## src/hw/rtl/scd_pkg.sv

```systemverilog
package scd_pkg;

    localparam int unsigned BYTE_W   = 8;
    localparam int unsigned SAMPLE_W = 16;
    localparam int unsigned VOL_W    = 7;

    // default largest accepted frame count per chunk
    localparam int unsigned MAX_CHUNK_DEF = 1024;

    localparam logic [BYTE_W-1:0] SYNC1_BYTE = 8'hAA;
    localparam logic [BYTE_W-1:0] SYNC2_BYTE = 8'h55;

    // volume at or above unity passes the sample through
    localparam logic [VOL_W-1:0] VOL_UNITY = 7'd100;

    // |s| * v fits in PROD_W bits (32768 * 100 < 2**22)
    localparam int unsigned PROD_W = SAMPLE_W + VOL_W - 1;

    // floor(x / 100) == (x * DIV_RECIP) >> DIV_SHIFT for x < 2**PROD_W
    localparam int unsigned DIV_SHIFT   = 29;
    localparam int unsigned DIV_RECIP_W = 23;
    localparam logic [DIV_RECIP_W-1:0] DIV_RECIP = 23'd5368710;

    // quotient magnitude reaches 32768, one bit above the sample width
    localparam int unsigned QUOT_W = SAMPLE_W + 1;

    // configuration port
    localparam int unsigned CFG_IDX_W  = 2;
    localparam int unsigned CFG_DATA_W = VOL_W;
    localparam logic [CFG_IDX_W-1:0] CFG_VOLUME    = 2'd0;
    localparam logic [CFG_IDX_W-1:0] CFG_STREAM_EN = 2'd1;

    typedef struct packed {
        logic signed [SAMPLE_W-1:0] left;
        logic signed [SAMPLE_W-1:0] right;
        logic                       chunk_end;
    } t_frame;

    typedef struct packed {
        logic adv_a;
        logic adv_b;
        logic adv_c;
    } t_lane_ctl;

endpackage

```

## src/hw/rtl/scd_parser.sv

```systemverilog
module scd_parser #(
    parameter int unsigned MAX_CHUNK = scd_pkg::MAX_CHUNK_DEF
) (
    input  logic                         i_clk,
    input  logic                         i_rst_n,
    input  logic                         i_accept,
    input  logic [scd_pkg::BYTE_W-1:0]   i_rx_byte,
    input  logic                         i_stream_en,
    output logic                         o_frame_valid,
    output scd_pkg::t_frame              o_frame
);

    localparam int unsigned CntW = $clog2(MAX_CHUNK + 1);
    localparam int unsigned HdrW = 2 * scd_pkg::BYTE_W;

    localparam logic [2:0] PH_SYNC1  = 3'd0;
    localparam logic [2:0] PH_SYNC2  = 3'd1;
    localparam logic [2:0] PH_CNT_LO = 3'd2;
    localparam logic [2:0] PH_CNT_HI = 3'd3;
    localparam logic [2:0] PH_L_LO   = 3'd4;
    localparam logic [2:0] PH_L_HI   = 3'd5;
    localparam logic [2:0] PH_R_LO   = 3'd6;
    localparam logic [2:0] PH_R_HI   = 3'd7;

    logic [2:0]                  r_phase,    n_phase;
    logic [scd_pkg::BYTE_W-1:0]  r_cnt_lo,   n_cnt_lo;
    logic [CntW-1:0]             r_expected, n_expected;
    logic [CntW-1:0]             r_done,     n_done;
    logic [scd_pkg::BYTE_W-1:0]  r_left_lo,  n_left_lo;
    logic [scd_pkg::BYTE_W-1:0]  r_left_hi,  n_left_hi;
    logic [scd_pkg::BYTE_W-1:0]  r_right_lo, n_right_lo;

    logic [HdrW-1:0] count;
    logic [CntW-1:0] done_inc;
    logic            last_frame;

    assign count      = {i_rx_byte, r_cnt_lo};
    assign done_inc   = r_done + 1'b1;
    assign last_frame = !(done_inc < r_expected);

    always_comb begin
        n_phase       = r_phase;
        n_cnt_lo      = r_cnt_lo;
        n_expected    = r_expected;
        n_done        = r_done;
        n_left_lo     = r_left_lo;
        n_left_hi     = r_left_hi;
        n_right_lo    = r_right_lo;
        o_frame_valid = 1'b0;
        if (i_accept) begin
            if (!i_stream_en) begin
                n_phase = PH_SYNC1;
            end else begin
                case (r_phase)
                    PH_SYNC1: begin
                        if (i_rx_byte == scd_pkg::SYNC1_BYTE) n_phase = PH_SYNC2;
                    end
                    PH_SYNC2: begin
                        if (i_rx_byte == scd_pkg::SYNC2_BYTE) begin
                            n_phase = PH_CNT_LO;
                            n_done  = '0;
                        end else if (i_rx_byte != scd_pkg::SYNC1_BYTE) begin
                            n_phase = PH_SYNC1;
                        end
                    end
                    PH_CNT_LO: begin
                        n_cnt_lo = i_rx_byte;
                        n_phase  = PH_CNT_HI;
                    end
                    PH_CNT_HI: begin
                        n_expected = count[CntW-1:0];
                        if (count != '0 && count <= HdrW'(MAX_CHUNK)) begin
                            n_phase = PH_L_LO;
                        end else begin
                            n_phase = PH_SYNC1;
                        end
                    end
                    PH_L_LO: begin
                        n_left_lo = i_rx_byte;
                        n_phase   = PH_L_HI;
                    end
                    PH_L_HI: begin
                        n_left_hi = i_rx_byte;
                        n_phase   = PH_R_LO;
                    end
                    PH_R_LO: begin
                        n_right_lo = i_rx_byte;
                        n_phase    = PH_R_HI;
                    end
                    PH_R_HI: begin
                        o_frame_valid = 1'b1;
                        n_done        = done_inc;
                        n_phase       = last_frame ? PH_SYNC1 : PH_L_LO;
                    end
                    default: begin
                        n_phase = PH_SYNC1;
                    end
                endcase
            end
        end
    end

    always_ff @(posedge i_clk) begin
        if (!i_rst_n) begin
            r_phase    <= PH_SYNC1;
            r_expected <= '0;
            r_done     <= '0;
        end else begin
            r_phase    <= n_phase;
            r_expected <= n_expected;
            r_done     <= n_done;
        end
    end

    always_ff @(posedge i_clk) begin
        r_cnt_lo   <= n_cnt_lo;
        r_left_lo  <= n_left_lo;
        r_left_hi  <= n_left_hi;
        r_right_lo <= n_right_lo;
    end

    assign o_frame.left      = {r_left_hi, r_left_lo};
    assign o_frame.right     = {i_rx_byte, r_right_lo};
    assign o_frame.chunk_end = last_frame;

endmodule

```

## src/hw/rtl/scd_scale_lane.sv

```systemverilog
module scd_scale_lane (
    input  logic                                i_clk,
    input  scd_pkg::t_lane_ctl                  i_ctl,
    input  logic signed [scd_pkg::SAMPLE_W-1:0] i_sample,
    input  logic [scd_pkg::VOL_W-1:0]           i_volume,
    output logic signed [scd_pkg::SAMPLE_W-1:0] o_sample
);

    // wide enough to hold every quotient bit above the shift
    localparam int unsigned MulW = scd_pkg::DIV_SHIFT + scd_pkg::QUOT_W;

    logic [scd_pkg::VOL_W-1:0]    vol_eff;
    logic [scd_pkg::SAMPLE_W-1:0] mag;

    logic [scd_pkg::SAMPLE_W-1:0] r_mag_a;
    logic [scd_pkg::VOL_W-1:0]    r_vol_a;
    logic                         r_neg_a;
    logic [scd_pkg::PROD_W-1:0]   r_prod_b;
    logic                         r_neg_b;
    logic signed [scd_pkg::SAMPLE_W-1:0] r_out_c;

    logic [MulW-1:0]              recip_prod;
    logic [scd_pkg::QUOT_W-1:0]   quot;
    logic [scd_pkg::QUOT_W-1:0]   quot_signed;

    // unity and above pass through; x*100/100 is exact, so clamp to unity
    assign vol_eff = (i_volume >= scd_pkg::VOL_UNITY) ? scd_pkg::VOL_UNITY : i_volume;
    assign mag     = i_sample[scd_pkg::SAMPLE_W-1] ? (~i_sample + 1'b1) : i_sample;

    assign recip_prod  = MulW'(r_prod_b) * MulW'(scd_pkg::DIV_RECIP);
    assign quot        = recip_prod[scd_pkg::DIV_SHIFT +: scd_pkg::QUOT_W];
    assign quot_signed = r_neg_b ? (~quot + 1'b1) : quot;

    always_ff @(posedge i_clk) begin
        if (i_ctl.adv_a) begin
            r_mag_a <= mag;
            r_vol_a <= vol_eff;
            r_neg_a <= i_sample[scd_pkg::SAMPLE_W-1];
        end
        if (i_ctl.adv_b) begin
            r_prod_b <= scd_pkg::PROD_W'(r_mag_a) * scd_pkg::PROD_W'(r_vol_a);
            r_neg_b  <= r_neg_a;
        end
        if (i_ctl.adv_c) begin
            r_out_c <= quot_signed[scd_pkg::SAMPLE_W-1:0];
        end
    end

    assign o_sample = r_out_c;

endmodule

```

## src/hw/rtl/stereo_chunk_deframer.sv

```systemverilog
// Byte-serial deframer for chunks of stereo 16-bit audio. Bytes enter on the
// input channel, one transaction per byte, and the block hunts for the sync
// pair 0xAA 0x55 (a repeated 0xAA keeps waiting for 0x55), then reads a
// little-endian 16-bit frame count. A count of zero or above MAX_CHUNK drops
// the header and hunting resumes. Each following group of four bytes (L low,
// L high, R low, R high) yields one output transaction carrying both samples
// scaled by the volume register (0 mutes, 100 and above pass through, other
// values give s*v/100 truncated toward zero) and chunk_end on the last frame
// of the chunk. Throughput is one byte per clock while the input is not
// stalled; after its fourth byte is accepted, a frame passes through the
// three registers of the scaling pipeline (capture and magnitude, volume
// multiply, divide by 100 via reciprocal multiply) on its way to the output.
// The input stalls only while the output is stalled and every pipeline
// stage holds a frame. Write volume (index 0) and streaming_enable (index 1)
// only while the block is idle; with streaming disabled every byte is
// consumed, resets the parser to hunting and produces nothing.
module stereo_chunk_deframer #(
    parameter int unsigned MAX_CHUNK = scd_pkg::MAX_CHUNK_DEF
) (
    input  logic                                i_clk,
    input  logic                                i_rst_n,
    // configuration write port
    input  logic                                i_cfg_we,
    input  logic [scd_pkg::CFG_IDX_W-1:0]       i_cfg_index,
    input  logic [scd_pkg::CFG_DATA_W-1:0]      i_cfg_data,
    // byte input channel
    input  logic                                i_in_valid,
    output logic                                o_in_stall,
    input  logic [scd_pkg::BYTE_W-1:0]          i_rx_byte,
    // frame output channel
    output logic                                o_out_valid,
    input  logic                                i_out_stall,
    output logic signed [scd_pkg::SAMPLE_W-1:0] o_left_sample,
    output logic signed [scd_pkg::SAMPLE_W-1:0] o_right_sample,
    output logic                                o_chunk_end
);

    // configuration registers
    logic [scd_pkg::VOL_W-1:0] r_volume;
    logic                      r_stream_en;

    // stage valids and chunk_end flags follow the lane pipelines
    logic r_vld_a, r_vld_b, r_vld_c;
    logic r_end_a, r_end_b, r_end_c;

    logic               rdy_a, rdy_b, rdy_c;
    logic               in_accept;
    logic               frame_valid;
    scd_pkg::t_frame    frame;
    scd_pkg::t_lane_ctl lane_ctl;

    // a stage takes new data when empty or when its contents move on
    assign rdy_c = !r_vld_c || !i_out_stall;
    assign rdy_b = !r_vld_b || rdy_c;
    assign rdy_a = !r_vld_a || rdy_b;

    assign o_in_stall = !rdy_a;
    assign in_accept  = i_in_valid && rdy_a;

    assign lane_ctl.adv_a = rdy_a;
    assign lane_ctl.adv_b = rdy_b;
    assign lane_ctl.adv_c = rdy_c;

    always_ff @(posedge i_clk) begin
        if (!i_rst_n) begin
            r_volume    <= scd_pkg::VOL_UNITY;
            r_stream_en <= 1'b0;
        end else if (i_cfg_we) begin
            case (i_cfg_index)
                scd_pkg::CFG_VOLUME:    r_volume    <= i_cfg_data[scd_pkg::VOL_W-1:0];
                scd_pkg::CFG_STREAM_EN: r_stream_en <= i_cfg_data[0];
                default: begin
                    // drop writes to unmapped indexes
                end
            endcase
        end
    end

    // advance the valid pipeline; hold a stage whose successor is stalled
    always_ff @(posedge i_clk) begin
        if (!i_rst_n) begin
            r_vld_a <= 1'b0;
            r_vld_b <= 1'b0;
            r_vld_c <= 1'b0;
        end else begin
            if (rdy_a) r_vld_a <= frame_valid;
            if (rdy_b) r_vld_b <= r_vld_a;
            if (rdy_c) r_vld_c <= r_vld_b;
        end
    end

    always_ff @(posedge i_clk) begin
        if (rdy_a) r_end_a <= frame.chunk_end;
        if (rdy_b) r_end_b <= r_end_a;
        if (rdy_c) r_end_c <= r_end_b;
    end

    scd_parser #(
        .MAX_CHUNK (MAX_CHUNK)
    ) u_parser (
        .i_clk         (i_clk),
        .i_rst_n       (i_rst_n),
        .i_accept      (in_accept),
        .i_rx_byte     (i_rx_byte),
        .i_stream_en   (r_stream_en),
        .o_frame_valid (frame_valid),
        .o_frame       (frame)
    );

    scd_scale_lane u_lane_left (
        .i_clk    (i_clk),
        .i_ctl    (lane_ctl),
        .i_sample (frame.left),
        .i_volume (r_volume),
        .o_sample (o_left_sample)
    );

    scd_scale_lane u_lane_right (
        .i_clk    (i_clk),
        .i_ctl    (lane_ctl),
        .i_sample (frame.right),
        .i_volume (r_volume),
        .o_sample (o_right_sample)
    );

    assign o_out_valid = r_vld_c;
    assign o_chunk_end = r_end_c;

endmodule

```

## config.mk

```make
export PLATFORM = sky130hd
export DESIGN_NAME = stereo_chunk_deframer
export DESIGN_NICKNAME = d
export VERILOG_FILES = /design/src/hw/rtl/scd_pkg.sv /design/src/hw/rtl/scd_parser.sv /design/src/hw/rtl/scd_scale_lane.sv /design/src/hw/rtl/stereo_chunk_deframer.sv
export SDC_FILE = /design/constraint.sdc
export NUM_CORES = 2
export LEC_CHECK = 0
export ABC_AREA = 1
export BUFFER_PORTS_ARGS = -buffer_cell sky130_fd_sc_hd__buf_2
export CAP_MARGIN = 20
export CORE_UTILIZATION = 67
export DETAILED_ROUTE_END_ITERATION = 8
export PLACE_DENSITY = 0.83
export SLEW_MARGIN = 20
export SYNTH_ARGS = -nofsm -noshare
export SYNTH_HDL_FRONTEND = slang
export SYNTH_SLANG_ARGS = --single-unit
```

## constraint.sdc

```tcl
create_clock -name i_clk -period 7.5 [get_ports i_clk]
set_clock_uncertainty 0.2 [all_clocks]
set_input_delay 0.75 -clock i_clk [delete_from_list [all_inputs] [get_ports i_clk]]
set_output_delay 0.75 -clock i_clk [all_outputs]
set_load 0.1 [all_outputs]
```

=== Word level (Yosys, flattened, before mapping) ===
Cells that the tools add are included.

* Add/subtract/negate cells: 5
* $mul: 4
* Order comparisons: 3
* Eq/ne operators: 14
* Muxes and demuxes: 16
* Bitwise gates (word level): 4
* Reductions and logical operators: 24

{| class="wikitable"
|+ Operators with widths
! operator !! count
|-
| 22-bit by 22-bit multiplier with 44-bit output, second input constant || 2
|-
| 16-bit by 1-bit adder with 16-bit output, second input constant || 4
|-
| 16-bit inverter || 4
|-
| 16-bit by 7-bit multiplier with 22-bit output || 2
|-
| 16-bit 2-to-1 mux || 2
|-
| 15-bit 2-to-1 mux || 2
|-
| 3-bit one-hot mux with 8 select lines || 1
|-
| 11-bit one-hot mux with 2 select lines || 1
|-
| 3-bit 2-to-1 mux || 6
|-
| 3-bit AND reduction || 6
|-
| 16-bit by 11-bit <= comparator with 1-bit output, second input constant || 1
|-
| 16-bit nonzero test || 1
|-
| 3-bit == test, second input constant || 4
|-
| 11-bit by 1-bit adder with 11-bit output, second input constant || 1
|-
| 11-bit < comparator || 1
|-
| 11-bit 2-to-1 mux || 1
|-
| 8-bit by 7-bit == test with 1-bit output, second input constant || 1
|-
| 8-bit == test, second input constant || 1
|-
| 8-bit inequality test, second input constant || 1
|-
| 7-bit greater-or-equal comparator, second input constant || 1
|-
| 3-bit by 2-bit == test with 1-bit output, second input constant || 2
|-
| 1-bit zero test || 6
|-
| 4-bit by 2-bit inequality test with 1-bit output, second input constant || 1
|-
| 2-bit AND reduction || 2
|-
| other kinds (11) || 16
|}

* Bits in registers: 190
* Input bits: 22
* Word-level logic and storage cells: 98

=== Depth between registers and ports, before layout ===
* Depth in word-level cells: 6
* Depth in mapped cells: 34
* Depth with buffers taken out: 34

=== Hierarchy ===
A second synthesis with hierarchy kept.

* Cells, all modules: 4,345
* Area total of the unflattened synthesis: 35,805.6 um^2

{| class="wikitable"
|+ By module, submodules not included
! module !! instances !! cells each !! area an instance (um^2) !! sequential area each (um^2)
|-
| scd_scale_lane at u_lane_right || 1 || 1,994 || 16,291.9 || 1,891.8
|-
| scd_scale_lane at u_lane_left || 1 || 1,993 || 16,254.3 || 1,891.8
|-
| scd_parser || 1 || 290 || 2,701.3 || 1,461.4
|-
| stereo_chunk_deframer || 1 || 68 || 558.0 || 310.3
|}

=== Least setup slack after synthesis ===
No wires, ideal clock.

* Path type: reg2reg
* Start: register r_vld_c (netlist: o_out_valid)
* End: register u_parser.r_done[10]
* Setup time: 0.070 ns
* Arrival: 6.320 ns
* Required time: 7.230 ns
* Setup slack: 0.910 ns
* Stages on the path, launching flop included: 12
* Path buffers: 1
* Clock period less this slack: 6.590 ns
* Cell sequence: dfxtp_1 nand2_1 nor2_1 inv_1 nor2_1 inv_1 nand2_1 nor2_2 o21ai_0 buf_2 nand2_1 a21oi_1

* Longest elaborated chain between the ends: 6

{| class="wikitable"
|+ RTL lines
! item !! RTL line !! source
|-
| from (decl) || stereo_chunk_deframer.sv:43 || <nowiki>logic r_vld_a, r_vld_b, r_vld_c;</nowiki>
|-
| from (signal assigned) || stereo_chunk_deframer.sv:88 || <nowiki>if (rdy_c) r_vld_c <= r_vld_b;</nowiki>
|-
| 1-bit zero test || stereo_chunk_deframer.sv:53 || <nowiki>assign rdy_c = !r_vld_c || !i_out_stall;</nowiki>
|-
| 1-bit logical OR || stereo_chunk_deframer.sv:53 ||
|-
| via rdy_c || stereo_chunk_deframer.sv:46 || <nowiki>logic rdy_a, rdy_b, rdy_c;</nowiki>
|-
| 1-bit logical OR || stereo_chunk_deframer.sv:54 || <nowiki>assign rdy_b = !r_vld_b || rdy_c;</nowiki>
|-
| via rdy_b || stereo_chunk_deframer.sv:46 ||
|-
| 1-bit logical OR || stereo_chunk_deframer.sv:55 || <nowiki>assign rdy_a = !r_vld_a || rdy_b;</nowiki>
|-
| 1-bit logical AND || stereo_chunk_deframer.sv:58 || <nowiki>assign in_accept = i_in_valid && rdy_a;</nowiki>
|-
| 4-bit AND reduction (no source line) || -- ||
|-
| to (signal assigned) || scd_parser.sv:111 || <nowiki>r_done <= n_done;</nowiki>
|-
| to (decl) || scd_parser.sv:28 || <nowiki>logic [CntW-1:0] r_done, n_done;</nowiki>
|}

The timed path passes the listed nets, and every way through them passes these cells.
A chain may end at the register's enable or synchronous reset.

=== Worst setup path after layout ===
* Start: register u_lane_left.r_prod_b[15] (netlist name)
* End: register u_lane_left.r_out_c (netlist bit u_lane_left.o_sample[8]) (data pin)

* Longest elaborated chain between the ends: 4

{| class="wikitable"
|+ RTL lines
! item !! RTL line !! source
|-
| from (decl) || scd_scale_lane.sv:18 || <nowiki>logic [scd_pkg::PROD_W-1:0] r_prod_b;</nowiki>
|-
| from (signal assigned) || scd_scale_lane.sv:41 || <nowiki>r_prod_b <= scd_pkg::PROD_W'(r_mag_a) * scd_pkg::PROD_W'(r_vol_a);</nowiki>
|-
| 22-bit by 22-bit multiplier with 44-bit output * || scd_scale_lane.sv:30 || <nowiki>assign recip_prod = MulW'(r_prod_b) * MulW'(scd_pkg::DIV_RECIP);</nowiki>
|-
| 16-bit inverter || scd_scale_lane.sv:32 || <nowiki>assign quot_signed = r_neg_b ? (~quot + 1'b1) : quot;</nowiki>
|-
| 16-bit by 1-bit adder with 16-bit output || scd_scale_lane.sv:32 ||
|-
| 16-bit 2-to-1 mux * || scd_scale_lane.sv:32 ||
|-
| via u_lane_left.quot_signed, one bit || scd_scale_lane.sv:24 || <nowiki>logic [scd_pkg::QUOT_W-1:0] quot_signed;</nowiki>
|-
| to (signal assigned) || scd_scale_lane.sv:45 || <nowiki>r_out_c <= quot_signed[scd_pkg::SAMPLE_W-1:0];</nowiki>
|-
| to (decl) || scd_scale_lane.sv:20 || <nowiki>logic signed [scd_pkg::SAMPLE_W-1:0] r_out_c;</nowiki>
|}

The timed path passes the listed nets; every way through them passes the cells marked *.

==> run summary <==
Routed vias = 26.36k
Hold WC Path Type = reg -> reg
Initial core utilization = 0.6854
Die width = 229.5 um
Syn Area/Cell = 8.384 um^2
Top-area cell type share of the netlist area = 0.2841
Drt wl/cell = 16.80 um
# fillers = 3889
Clock Tree Buf Depth = 2
Yosys warns = 0
Kind of critical path = reg -> reg
Startpoint types = register
Die height = 229.5 um
Flop2flop setup slack = 0.66 ns
Remaining antenna violation count = 0
Global route overflow = 0
N_diodes = 0
#FFs+latches synth = 190
Post-Syn Instances = 4135
CTS root buf = clkbuf_16
Placer Congestion = 1.008
CP startpoint = u_lane_left.r_prod_b[15]
CTS tree = done
TNS Setup = 0 ns
Post-synth top cells = 1084 x inv_1, 942 x nand2_1, 567 x ha_1
CTS Sinks = 190
Final Hold Fails = 0
Status = completed
CP Capture Type = register
Core area = 0.05058 mm^2
Drt drc = 0
Leading area contributor after synthesis = fa_1
Hold Startpoint = r_end_a
Post-CTS setup buffers = 0
CP Max Fanout = 8
Post-synth EDFFs = 154
Die Area = 0.05266 mm^2
CP required = 7.55 ns
Post-synthesis async set-or-reset flop share = 0
Total track usage = 0.3240
Fmax = 0.1463 GHz
Post-synthesis sequential area ratio = 0.1542
FF/Latch Area = 0.005345 mm^2
Synthesized cell area = 0.03467 mm^2
Max-cap viol count = 0
Port buffer count = 56
Io pins = 57
Vias/cell = 5.412
Slowest cell on the critical path = edfxtp_1
Setup-failing EPs final = 0
Rows = 82
Routed WL = 81820 um
Layout cell share with drive strength beyond 1 = 0.03930
Clk slew on worst S/H paths = 0.10 ns
Hold-fix buffers, CTS = 0
Antenna violations before repair = 0
DP HPWL = 71180 um
CTS Buf Count = 17
Final Cycle Share = 0.9116
Cell family with most CP delay = adder cells
Clk_lat worst skew = 0.50 ns
Final #Nets = 5267
Critical path's largest stage delay = 0.59 ns
R2r startpoint = u_lane_left.r_prod_b[15]
Synth cell types = 48
Top cells by area, synth = fa_1 28%, ha_1 20%, edfxtp_1 13%, inv_1 12%, nand2_1 10%
RSZ-0062 raised after global routing = no
Area of the multi-input gates = 0.02509 mm^2
Most frequent cell after synthesis = inv_1
Largest net degree at the start of global routing = 50
CTS H-tree lvls = 4
Drt first-iter violations = 1701
Crit path DAT = 6.88 ns
Worst Tran Pin Value = 1.051 ns
First-pass GRT wire length = 133800 um
Layout area overhead = 4.735%
Vias in the first global route = 27.04k
Main synth FF type = edfxtp_1
Net Count, Synth = 5216
Post-route minimum period = 6.837 ns
CP most frequent cell = fa_1
Slew HR = 0.2993
TritonRoute pass-1 iters = 6
Buf/Inv on CP = 5
Fin. max-slew vios = 0
Cts repair resizes = 0
-- per-layer routing --
layer | GRT usage | up-vias | wire, um
li1 | - | 12742 | -
met1 | 0.4308 | 12701 | 35820
met2 | 0.5502 | 793 | 39050
met3 | 0.05154 | 128 | 5163
met4 | 0.08646 | 0 | 1784
met5 | 0 | - | 0
-- worst reg2reg max path, delay by kind of cell (launching register included) --
kind,cells,cell delay [ns]
xor gates and xnor gates,1,0.13
adders and majority gates,9,3.92
buffers and inverters,5,0.28
DFF,1,0.59
and+or+nand+nor,13,1.46
-- path summary, 6_finish.rpt --
path,end,cells past startpoint
worst min-delay path,r_end_b,0
worst min register to register,r_end_b,0
worst max-delay path,u_lane_left.o_sample[8],28
worst max register to register,u_lane_left.o_sample[8],28
-- flip-flops by register name, indices dropped and copies added, names as in the netlist, 11 cells and up --
name / cells
u_lane_left.r_prod_b: 22
u_lane_right.r_prod_b: 22
u_lane_left.o_sample: 16
u_lane_left.r_mag_a: 16
u_lane_right.o_sample: 16
u_lane_right.r_mag_a: 16
u_parser.r_done: 11
u_parser.r_expected: 11
-- kinds of logic after synthesis --
group | share of synthesized area
buffers and inverters | 0.1221
xor gates and xnor gates | 0.02653
DFF | 0.1542
and+or+nand+nor | 0.1679
adders and majority gates | 0.4888
AOI/OAI and AO/OA | 0.04053
-- metrics by stage --
| step | instance area [um^2] | hold slack, ns | std cells | worst slack (ns) | utilization |
|---|---|---|---|---|---|
| after floorplan | 34670 | 0.2003 | 4135 | 0.9100 | - |
| after global placement | 35740 | 0.2013 | 4839 | 0.8260 | 0.7065 |
| after detailed placement | 35740 | 0.2052 | 4839 | 0.7030 | 0.7065 |
| after CTS | 36310 | 0.2236 | 4871 | 0.6778 | 0.7178 |
| after global routing | 36310 | 0.2334 | 4871 | 0.1648 | 0.7178 |
| final | 36310 | 0.2222 | 4871 | 0.6632 | 0.7178 |
-- cell usage in the layout (no fill, tap or decap), types with 4 or more instances in the layout --
cell type	n
a211oi_1	5
a21o_1	5
a21oi_1	131
a31oi_1	12
buf_2	56
buf_4	10
clkbuf_16	17
clkinv_1	6
dfxtp_1	36
edfxtp_1	154
fa_1	492
ha_1	567
inv_1	1082
inv_2	7
inv_8	4
nand2_1	941
nand2_2	24
nand3_1	102
nand3b_1	11
nand4_1	43
nor2_1	211
nor2_2	12
nor2_4	5
nor3_1	32
nor3_2	7
nor4_1	5
o211ai_1	6
o21ai_0	59
o21bai_1	8
o31ai_1	5
xnor2_1	33
xor2_1	72
-- final cells by class --
class / count / share of cell area
Timing Repair Buffer: 66 / 0.009787
Clock buffer: 17 / 0.01172
Inverter: 1093 / 0.1130
Clock inverter: 15 / 0.004032
Multi-Input combinational cell: 2818 / 0.6911
Tap cell: 672 / 0.02316
Sequential cell: 190 / 0.1472
Power is left out: the tool's default activity adds up to more than one toggle a clock period on the data nets, which glitch-free logic cannot reach.
